### src/rtl/sfs_pkg.sv
// ----------------------------------------------------------------------------
// sfs_pkg
// Shared widths, defaults, register codes and pipeline item type for the
// saturating frame stacker.
// ----------------------------------------------------------------------------
package sfs_pkg;

	localparam int PIX_W     = 16;
	localparam int IDX_W     = 19;
	localparam int COL_W     = 10;
	localparam int ROW_W     = 9;
	localparam int FRM_W     = 10;
	localparam int WID_W     = 11;
	localparam int HGT_W     = 10;
	localparam int CFG_IDX_W = 2;
	localparam int CFG_DAT_W = 11;

	localparam int MAX_PIXELS_DEF = 524288;
	localparam int PIXEL_BITS_DEF = 16;

	localparam logic [WID_W-1:0] WIDTH_RST  = WID_W'(640);
	localparam logic [HGT_W-1:0] HEIGHT_RST = HGT_W'(480);
	localparam logic [FRM_W-1:0] FRAMES_RST = FRM_W'(1);

	localparam logic [WID_W-1:0] WIDTH_MAX  = WID_W'(1024);
	localparam logic [HGT_W-1:0] HEIGHT_MAX = HGT_W'(512);

	typedef enum logic [CFG_IDX_W-1:0] {
		CFG_WIDTH  = 2'd0,
		CFG_HEIGHT = 2'd1,
		CFG_FRAMES = 2'd2
	} cfg_reg_t;

	typedef struct packed {
		logic [PIX_W-1:0] pix;
		logic [IDX_W-1:0] idx;
		logic             first;
		logic             emit;
		logic             last_px;
	} item_t;

endpackage

### src/rtl/sfs_addr.sv
// ----------------------------------------------------------------------------
// sfs_addr
// Store address unit: reduces the row-major index modulo the store depth by
// reciprocal multiply, back-multiply and one correction step.
// ----------------------------------------------------------------------------
module sfs_addr import sfs_pkg::*; #(
	parameter int MAX_PIXELS = MAX_PIXELS_DEF
) (
	input  logic                          clk,
	input  logic                          arst_n,
	input  logic                          adv,
	input  logic                          vld_s1,
	input  item_t                         item_s1,
	output logic                          vld_s3,
	output item_t                         item_s3,
	output logic [$clog2(MAX_PIXELS)-1:0] rd_addr
);

	localparam int AW    = $clog2(MAX_PIXELS);
	localparam int MW    = $clog2(MAX_PIXELS + 1);
	localparam int RECIP = (2 ** IDX_W) / MAX_PIXELS;
	localparam int RW    = (RECIP < 2) ? 1 : $clog2(RECIP + 1);
	localparam int CW    = (MW > IDX_W) ? MW : IDX_W;

	localparam logic [RW-1:0] RECIP_C = RW'(RECIP);
	localparam logic [MW-1:0] DEPTH_C = MW'(MAX_PIXELS);
	localparam logic [CW-1:0] DEPTH_W = CW'(MAX_PIXELS);

	logic                 vld_s2;
	item_t                item_s2;
	logic [RW-1:0]        q_s2;
	logic [IDX_W+RW-1:0]  prod;
	logic [RW+MW-1:0]     qm;
	logic [IDX_W-1:0]     rem_s3;
	logic [CW-1:0]        rem_ext;
	logic [CW-1:0]        rem_fix;

	// quotient estimate, low by at most one
	assign prod = (IDX_W + RW)'(item_s1.idx) * (IDX_W + RW)'(RECIP_C);

	always_ff @(posedge clk or negedge arst_n) begin
		if (!arst_n) begin
			vld_s2 <= 1'b0;
			vld_s3 <= 1'b0;
		end else if (adv) begin
			vld_s2 <= vld_s1;
			vld_s3 <= vld_s2;
		end
	end

	assign qm = (RW + MW)'(q_s2) * (RW + MW)'(DEPTH_C);

	always_ff @(posedge clk) begin
		if (adv) begin
			item_s2 <= item_s1;
			q_s2    <= prod[IDX_W +: RW];
			item_s3 <= item_s2;
			rem_s3  <= item_s2.idx - qm[IDX_W-1:0];
		end
	end

	assign rem_ext = CW'(rem_s3);
	assign rem_fix = (rem_ext >= DEPTH_W) ? rem_ext - DEPTH_W : rem_ext;
	assign rd_addr = rem_fix[AW-1:0];

endmodule

### config.mk
export PLATFORM = sky130hd
export DESIGN_NAME = sfs_addr
export DESIGN_NICKNAME = d
export VERILOG_FILES = /design/src/rtl/sfs_pkg.sv /design/src/rtl/sfs_addr.sv
export SDC_FILE = /design/constraint.sdc
export NUM_CORES = 1
export LEC_CHECK = 0
export ABC_CLOCK_PERIOD_IN_PS = 950
export BUFFER_PORTS_ARGS = -buffer_cell sky130_fd_sc_hd__buf_2
export CELL_PAD_IN_SITES_DETAIL_PLACEMENT = 1
export CELL_PAD_IN_SITES_GLOBAL_PLACEMENT = 1
export CORE_MARGIN = 3
export CORE_UTILIZATION = 39
export DETAILED_ROUTE_END_ITERATION = 8
export GPL_TIMING_DRIVEN = 0
export PLACE_DENSITY = 0.79
export SLEW_MARGIN = 30
export SYNTH_ARGS = -nofsm -noshare
export SYNTH_HDL_FRONTEND = slang
export SYNTH_SLANG_ARGS = --single-unit
### constraint.sdc
create_clock -name clk -period 0.95 [get_ports clk]
set_input_delay 0.2375 -clock clk [delete_from_list [all_inputs] [get_ports clk]]
set_output_delay 0.2375 -clock clk [all_outputs]
set_load 0.1 [all_outputs]
==> impl_metrics.py, run 1 <==
metrics = {
    "clock_tree": {
        "cts_made_buffers": 9,
        "cts_sinks": 78,
        "h-tree-depth": 3,
        "clk_path_buf_depth": 2,
        "cts_tree": "yes",
        "clkTransAtPathRegs_ns": 0.09,
        "clk_latency_ns": 0.34,
        "cts_root_buffer": "clkbuf_8",
    },
    "synthesis": {
        "ys_types": 4,
        "synth_cells": 99,
        "synthesis.nets": 141,
        "synth.avg_cell_area_um2": 25.2,
        "synth_area_leaders": "edfxtp_1 91%, buf_4 5.7%, dfrtp_1 2.0%",
        "yosys.area.top_type": "edfxtp_1",
        "synth_top_area_share_pct": 91.4,
        "ys_seq_area_share_pct": 93.4,
        "ys_ff_latch": 78,
        "synth_warnings": 0,
        "synth_area_um2": 2500,
    },
    "timing": {
        "fmax_ghz": 0.735,
        "setup_viol": 58,
        "min_period_ns": 1.36,
        "finalCritPeriodShare_pct": 143,
        "rsz0062_at_grt": "true",
        "skew_ns": 0.00815,
        "fin_ws_ns": -0.411,
        "max-slew-margin-rel_pct": 81.5,
        "tightestPinTransition_ns": 0.277,
        "hold_viol_final": 0,
        "worst_hold_slack_ns": 0.0754,
        "maxSlewViolCount": 0,
    },
    "setup_path": {
        "crit_required_ns": 0.71,
        "crit_arrival_ns": 1.12,
        "r2r-start": "vld_s3",
        "reg2reg_depth": 1,
        "critPathCaptureType": "output port",
        "start_kind": "flip-flop",
        "r2r-end": "vld_s3",
        "critPathKind": "flip-flop to output port",
        "crit_fanout": 2,
        "r2r_slack_ns": 0.09,
    },
    "detailed_routing": {
        "avgViaCountPerCell": 4.39,
        "post_drt_wl_per_cell_um": 18.3,
        "dr.pass1.iters": 4,
        "ant_nets": 0,
        "vias": 1283,
        "drc_errors": 0,
        "totalWireLength_mm": 5.36,
        "drt_iter0_markers": 79,
    },
    "run_status": {
        "status": "complete, but fails checks",
        "violations": "setup timing",
    },
    "floorplanning": {
        "die_w_um": 86.0,
        "num_io_pins": 100,
        "dieArea_um2": 7400,
        "rows": 28,
        "start_util_pct": 41.2,
        "design.core.area_um2": 6060,
        "die_h_um": 86.0,
    },
    "placement": {
        "dp_slack_ns": -0.492,
        "portBuffers": 99,
        "placed_area_um2": 3350,
        "dp_hpwl_mm": 3.09,
        "gp_congestion": 0.633,
    },
    "power": {
        "p_leak_uw": 0.00166,
        "p_per_area_nw_per_um2": 2180,
        "ir_worst_vdd_mv": 1.14,
    },
    "grt": {
        "grtUsageTotal_pct": 15.2,
        "grt_overflow": 0,
        "grt_pass1_vias": 1440,
        "grt_pass1_wl_mm": 8.03,
        "antenna_found_initial": 0,
        "grt_max_degree": 46,
    },
    "hold_path": {
        "min_from": "item_s1[5]",
        "min_path_type": "input pin to flip-flop",
        "min_to": "item_s2[5]",
        "whs_path_depth": 1,
    },
    "layout": {
        "diodes": 0,
        "final_common_cell": "edfxtp_1",
        "layout-drive-gt1-share_pct": 64.1,
        "areaGrowthSynthToFinish_pct": 66.3,
        "nFillCells": 485,
        "nets": 254,
        "design_area_um2": 4150,
        "utilization_pct": 68.5,
        "layout_common_cells": "76 x edfxtp_1, 40 x buf_12, 40 x buf_2, 35 x buf_6, 9 x clkbuf_8",
    },
    "run": {
        "maxCapViolCount": 0,
    },
}
power breakdown:
| group | total (uW) | internal [uW] | switching (uW) |
|---|---|---|---|
| clock network | 2680 | 1480 | 1200 |
| logic | 2140 | 701 | 1440 |
| registers | 4230 | 4080 | 148 |
| total | 9050 | 6260 | 2790 |
critical path, cell delays in order (launching register included):
cell and delay [ns]:
edfxtp_1 0.47, buf_12 0.16, buf_12 0.15
final cells by class:
class	count	area, um2	area share (%)
buffer	19	380	9.16
clock buffer	9	124	2.98
clock inverter	7	98.8	2.38
multi-input combinational	2	22.5	0.542
sequential	78	2340	56.3
tap	75	93.8	2.26
timing repair buffer	102	1100	26.4
state kept, by name, summed over array words and instances, names as in the netlist:
register	flops
item_s2	38
item_s3	38
vld_s2	1
vld_s3	1
repair_timing:
action / 4_1_cts / 5_1_grt
hold buffers: 1 / 0
gates resized for setup: 157 / 4
setup buffers: 1 / 0
setup endpoints to repair: 60 / 60
endpoints found under the hold margin: 2 / 0
synth_stat cells:
library cell and n:
buf_4 19, edfxtp_1 76, mux2_2 2, dfrtp_1 2
cells by family (layout without fill, tap and decap cells):
logic type | Yosys count | after routing | synth area share [%]
muxes | 2 | 2 | 0.902
buffers and inverters | 19 | 137 | 5.71
DFF | 78 | 78 | 93.4
routing by layer:
metal  share of wire (%)  global-route usage [%]  vias to the layer above  wire length (um)
met5                   0                       0                        -                 0
met4                 1.9                    7.34                        0               104
met3                 6.1                    3.65                       10               328
met2                  57                    27.8                       61              3030
met1                  35                    16.4                      626              1890
li1                    -                       -                      586                 -
how the worst max path moves through the flow:
stage | startpoint | endpoint | slack (ns) | cells past startpoint
after CTS | item_s3[6] | rd_addr[3] | -0.42 | 2
after floorplan | item_s3[3] | rd_addr[0] | -0.51 | 1
after detailed placement | adv | vld_s3 | -0.49 | 3
after global routing | item_s3[12] | rd_addr[9] | -0.46 | 2
after global placement | adv | vld_s3 | -1.04 | 2
final | item_s3[21] | rd_addr[18] | -0.41 | 2
stage by stage:
| stage | total power, uW | setup TNS (ns) | instances |
|---|---|---|---|
| after floorplan | 5690 | -18.22 | 99 |
| after global placement | 5980 | -75.46 | 273 |
| after detailed placement | 6030 | -22.55 | 274 |
| after CTS | 9130 | -18.87 | 292 |
| after global routing | 9360 | -20.69 | 292 |
| final | 9050 | -17.74 | 292 |
Note: power is estimated with default switching activity, not from simulation.
==> inputs of run 2 (changes only) <==
- ABC_AREA: default -> 1
- SKIP_LAST_GASP: default -> 1
- SLEW_MARGIN: 30 -> 15
==> impl_metrics.py, run 2 <==
metrics = {
    "synthesis": {
        "yosys.area.top_type": "edfxtp_1",
        "ys_types": 5,
        "yosysMostFrequentCell": "edfxtp_1",
        "ys_ff_latch": 78,
        "yosys_most_used_dff": "edfxtp_1",
        "synth_top_family_by_area": "buffers and inverters",
        "synth_warnings": 0,
        "synth_top_area_share_pct": 91.2,
        "post_synth_xor_area_fraction_pct": 0,
        "synth_area_um2": 2500,
        "synth_common_cells": "76 x edfxtp_1, 19 x buf_4, 6 x nand2_1",
        "ys_seq_area_share_pct": 93.2,
        "synth_area_leaders": "edfxtp_1 91%, buf_4 5.7%, dfrtp_1 2.0%",
        "yosys.area_share.simple_pct": 0.900,
        "synth.avg_cell_area_um2": 24.0,
        "synth_edf_count": 76,
        "synth_fa_ha_area_share_pct": 0,
        "synthesis.nets": 146,
        "synth_async_sr_flop_share_pct": 2.56,
        "yosys-mux-area-fraction_pct": 0,
        "synth_compound_area_share_pct": 0,
        "synth_cells": 104,
    },
    "floorplanning": {
        "die_h_um": 86.1,
        "dieArea_um2": 7410,
        "design.core.area_um2": 6060,
        "die_w_um": 86.1,
        "num_io_pins": 100,
        "start_util_pct": 41.3,
        "rows": 28,
    },
    "timing": {
        "fin_ws_ns": -0.419,
        "skew_ns": 0.00864,
        "min_period_ns": 1.37,
        "hold_viol_final": 0,
        "maxSlewViolCount": 0,
        "finalCritPeriodShare_pct": 144,
        "fmax_ghz": 0.730,
        "setup_viol": 58,
        "tightestPinTransition_ns": 0.316,
        "rsz0062_at_grt": "true",
        "max-slew-margin-rel_pct": 78.9,
    },
    "grt": {
        "grt_pass1_wl_mm": 8.27,
        "grt_pass1_vias": 1402,
        "grtUsageTotal_pct": 15.9,
        "antenna_found_initial": 0,
        "grt_overflow": 0,
        "grt_max_degree": 65,
    },
    "detailed_routing": {
        "avgViaCountPerCell": 4.43,
        "vias": 1311,
        "ant_nets": 0,
        "drt_iter0_markers": 114,
        "drc_errors": 0,
        "post_drt_wl_per_cell_um": 19.1,
        "dr.pass1.iters": 4,
        "totalWireLength_mm": 5.65,
    },
    "hold_path": {
        "min_path_type": "input pin to flip-flop",
    },
    "power": {
        "power_frac_comb_pct": 22.1,
        "clockPowerShare_pct": 33.6,
        "internal_power_uw": 6760,
        "ir_worst_vdd_mv": 1.81,
        "switching_share_pct": 29.0,
        "p_per_area_nw_per_um2": 2290,
        "netSwitchingPower_uw": 2760,
        "p_leak_uw": 0.00169,
        "finalPower_uw": 9520,
        "power_frac_seq_pct": 44.4,
    },
    "layout": {
        "diodes": 0,
        "top_regs": "item_s2 x38, item_s3 x38",
        "nets": 258,
        "layout_common_cells": "76 x edfxtp_1, 40 x buf_2, 39 x buf_12, 37 x buf_6, 9 x clkbuf_8",
        "areaGrowthSynthToFinish_pct": 66.5,
        "final_common_cell": "edfxtp_1",
        "layout-drive-gt1-share_pct": 61.1,
    },
    "clock_tree": {
        "cts_sinks": 78,
        "clkTransAtPathRegs_ns": 0.09,
        "clk_path_buf_depth": 2,
        "cts_root_buffer": "clkbuf_8",
        "cts_made_buffers": 9,
        "cts_tree": "yes",
        "postCtsSetupBuffers": 0,
        "clk_latency_ns": 0.33,
        "h-tree-depth": 3,
    },
    "setup_path": {
        "crit_arrival_ns": 1.13,
        "start_kind": "flip-flop",
        "critPathKind": "flip-flop to output port",
        "crit_path_top_delay_cell": "edfxtp_1",
        "path_cells": "buf_12, buf_12",
        "crit_required_ns": 0.71,
        "slowest_delay_ns": 0.47,
        "crit_path_frequent_cell": "buf_12",
        "crit_fanout": 2,
        "critPathCaptureType": "output port",
    },
    "placement": {
        "dp_slack_ns": -0.227,
        "portBuffers": 99,
        "dp_hpwl_mm": 3.26,
        "gp_congestion": 0.626,
    },
    "run_status": {
        "status": "complete, but fails checks",
        "violations": "setup timing",
    },
    "run": {
        "maxCapViolCount": 0,
    },
}
-- run 2: changes by cell type in the layout (fill, tap and decap cells not counted), sizes merged --
cell / change
nand2: +6
buf: -1
bufinv: +2
mux2: -2
clkinv: +1
clkinvlp: -4
clkbuf: +1
inv: +1
-- run 2: cell type report --
cell class	count	area [um2]
Tap cell	75	93.8
Sequential cell	78	2330
Timing Repair Buffer	101	1070
Clock buffer	10	128
Multi-Input combinational cell	6	22.5
Inverter	1	3.75
Clock inverter	6	134
Buffer	19	380
Fill cell	488	1900
-- run 2: path summary, 6_finish.rpt --
check / start / endpoint / slack [ns] / cells after the start
worst max-delay path: item_s3[3] / rd_addr[0] / -0.42 / 2
worst min-delay path: item_s1[13] / item_s2[13] / 0.07 / 1
worst max register to register: item_s2[6] / item_s3[6] / 0.27 / 0
worst min register to register: item_s2[35] / item_s3[35] / 0.41 / 0
max in group asynchronous: arst_n / vld_s3 / 0.61 / 2
min in group asynchronous: arst_n / vld_s3 / 0.23 / 2
-- run 2: critical path: cells and delay by family (launching register included) --
family / cells / cell delay (ns)
flops: 1 / 0.47
buf+inv: 2 / 0.32
-- run 2: per-layer routing --
layer / vias to the layer above / GRT usage [%] / wire length [um]
li1: 596 / - / -
met1: 639 / 17.3 / 2010
met2: 71 / 28.0 / 3100
met3: 5 / 6.63 / 482
met4: 0 / 5.61 / 63
met5: - / 0 / 0
-- run 2: metrics by stage --
step	std cells	TNS [ns]	utilization, %	instance area [um2]	hold WS [ns]
after floorplan	104	-18.15	-	2740	-0.0581
after global placement	278	-75.43	54.9	3330	0.0219
after detailed placement	279	-18.81	55.4	3360	0.0237
after CTS	296	-18.41	68.6	4160	0.0559
after global routing	296	-20.87	68.7	4170	0.0450
final	296	-17.75	68.7	4170	0.0702
-- run 2: cells by family after synthesis --
logic type / after synthesis
flops: 78
buf+inv: 20
simple gates: 6
-- run 2: repair_timing --
item | CTS | global route
cloned | 0 | 0
endpoints found under the setup margin | 58 | 58
gates resized for setup | 153 | 2
hold endpoints to repair | 2 | 0
hold buffers | 1 | 0
-- run 2: power groups by stage --
stage / sequential, uW / clock, uW / combinational, uW
2_1_floorplan: 5060 / 0 / 610
3_3_place_gp: 4240 / 0 / 1720
3_5_place_dp: 4260 / 0 / 1750
4_1_cts: 4210 / 3200 / 2090
5_1_grt: 4250 / 3420 / 2150
6_report: 4220 / 3200 / 2100
==> inputs of run 3 (changes only) <==
- ABC_AREA: 1 -> default
- CORE_MARGIN: 3 -> 2
==> impl_metrics.py, run 3 (same netlist as run 1, synthesis figures left out) <==
metrics = {
    "detailed_routing": {
        "vias": 1258,
        "avgViaCountPerCell": 4.25,
        "post_drt_wl_per_cell_um": 18.0,
        "ant_nets": 0,
        "drc_errors": 0,
        "drt_iter0_markers": 74,
        "totalWireLength_mm": 5.33,
        "dr.pass1.iters": 4,
    },
    "timing": {
        "fmax_ghz": 0.723,
        "maxSlewViolCount": 0,
        "max-slew-margin-rel_pct": 81.5,
        "tightestPinTransition_ns": 0.277,
        "min_period_ns": 1.38,
        "setup_tns_ns": -18.37,
        "skew_ns": 0.00521,
        "fin_ws_ns": -0.433,
        "setup_viol": 58,
        "rsz0062_at_grt": "true",
        "finalCritPeriodShare_pct": 146,
        "worst_hold_slack_ns": 0.0656,
        "hold_viol_final": 0,
    },
    "floorplanning": {
        "num_io_pins": 100,
        "start_util_pct": 39.8,
        "dieArea_um2": 7060,
        "die_w_um": 84.0,
        "rows": 29,
        "die_h_um": 84.0,
        "design.core.area_um2": 6280,
    },
    "grt": {
        "grt_max_degree": 43,
        "antenna_found_initial": 1,
        "grtUsageTotal_pct": 16.2,
        "grt_overflow": 0,
        "grt_pass1_wl_mm": 8.07,
        "grt_pass1_vias": 1386,
    },
    "hold_path": {
        "min_path_type": "input pin to flip-flop",
        "whs_path_depth": 1,
    },
    "placement": {
        "dp_hpwl_mm": 3.07,
        "portBuffers": 99,
        "gp_congestion": 0.656,
    },
    "run_status": {
        "status": "complete, but fails checks",
        "violations": "setup timing",
    },
    "clock_tree": {
        "h-tree-depth": 3,
        "clk_path_buf_depth": 2,
        "cts_sinks": 78,
        "cts_tree": "yes",
        "cts_made_buffers": 9,
        "clkTransAtPathRegs_ns": 0.09,
        "clk_latency_ns": 0.34,
        "cts_root_buffer": "clkbuf_8",
    },
    "power": {
        "p_leak_uw": 0.00167,
        "ir_worst_vdd_mv": 1.38,
        "p_per_area_nw_per_um2": 2140,
    },
    "setup_path": {
        "slowest_delay_ns": 0.48,
        "start_kind": "flip-flop",
        "reg2reg_depth": 1,
        "critPathKind": "flip-flop to output port",
        "critPathCaptureType": "output port",
        "path_cells": "buf_12, buf_12",
        "crit_fanout": 2,
        "crit_required_ns": 0.71,
        "crit_path_frequent_cell": "buf_12",
        "crit_arrival_ns": 1.15,
        "crit_path_top_delay_cell": "edfxtp_1",
    },
    "layout": {
        "areaGrowthSynthToFinish_pct": 66.6,
        "nFillCells": 517,
        "top_regs": "item_s2 x38, item_s3 x38",
        "utilization_pct": 66.3,
        "layout_common_cells": "76 x edfxtp_1, 41 x buf_12, 40 x buf_2, 37 x buf_6, 9 x clkbuf_8",
        "layout-drive-gt1-share_pct": 64.2,
        "nets": 255,
        "final_common_cell": "edfxtp_1",
    },
    "run": {
        "maxCapViolCount": 0,
    },
}
==> run 3: stage by stage <==
| step | setup WS (ns) | power [uW] | cells | area, um2 |
|---|---|---|---|---|
| 3_3_place_gp | -1.06 | 5980 | 275 | 3330 |
| 5_1_grt | -0.485 | 9200 | 295 | 4160 |
| 6_report | -0.433 | 8900 | 296 | 4160 |
| 2_1_floorplan | -0.514 | 5690 | 99 | 2740 |
| 4_1_cts | -0.430 | 8900 | 294 | 4130 |
| 3_5_place_dp | -0.506 | 6030 | 276 | 3350 |
==> run 3: critical path: cells and delay by family, from the launching register on <==
kind / cells / cell delay [ns]
DFF: 1 / 0.48
buffers and inverters: 2 / 0.32
==> run 3: cell type report <==
cell class,instances,area (um2),share of cell area (%)
sequential,78,2340,56.2
timing repair buffer,103,1120,26.9
buffer,19,380,9.14
clock buffer,9,124,2.98
tap,77,96.3,2.32
clock inverter,7,81.3,1.95
multi-input combinational,2,22.5,0.541
antenna,1,2.50,0.0602
==> run 3: path summary, 6_finish.rpt <==
| check | slack, ns | end | startpoint |
|---|---|---|---|
| max | -0.43 | rd_addr[8] | item_s3[11] |
| min | 0.07 | item_s2[28] | item_s1[28] |
| max reg2reg | 0.08 | vld_s3 | vld_s3 |
| min reg2reg | 0.42 | item_s3[30] | item_s2[30] |
| max in group asynchronous | 0.63 | vld_s3 | arst_n |
| min in group asynchronous | 0.22 | vld_s3 | arst_n |
==> run 3: layer usage <==
metal  part of all wire [%]  GRT usage, %
met5                      0             0
met2                     57          28.3
met1                     35          16.6
met3                    6.9          5.93
met4                    1.0          9.38
==> run 3: where the power goes <==
group / internal [uW] / switching [uW] / total, uW
clock: 1250 / 1280 / 2520
sequential: 4080 / 148 / 4230
combinational: 711 / 1440 / 2150
total: 6040 / 2870 / 8900
==> run 3: repair_timing <==
item	in CTS	in global routing
setup buffers	1	1
endpoints found under the setup margin	60	60
resized for setup	160	4
pin swaps	0	0
endpoints found under the hold margin	2	0
hold buffers	1	0
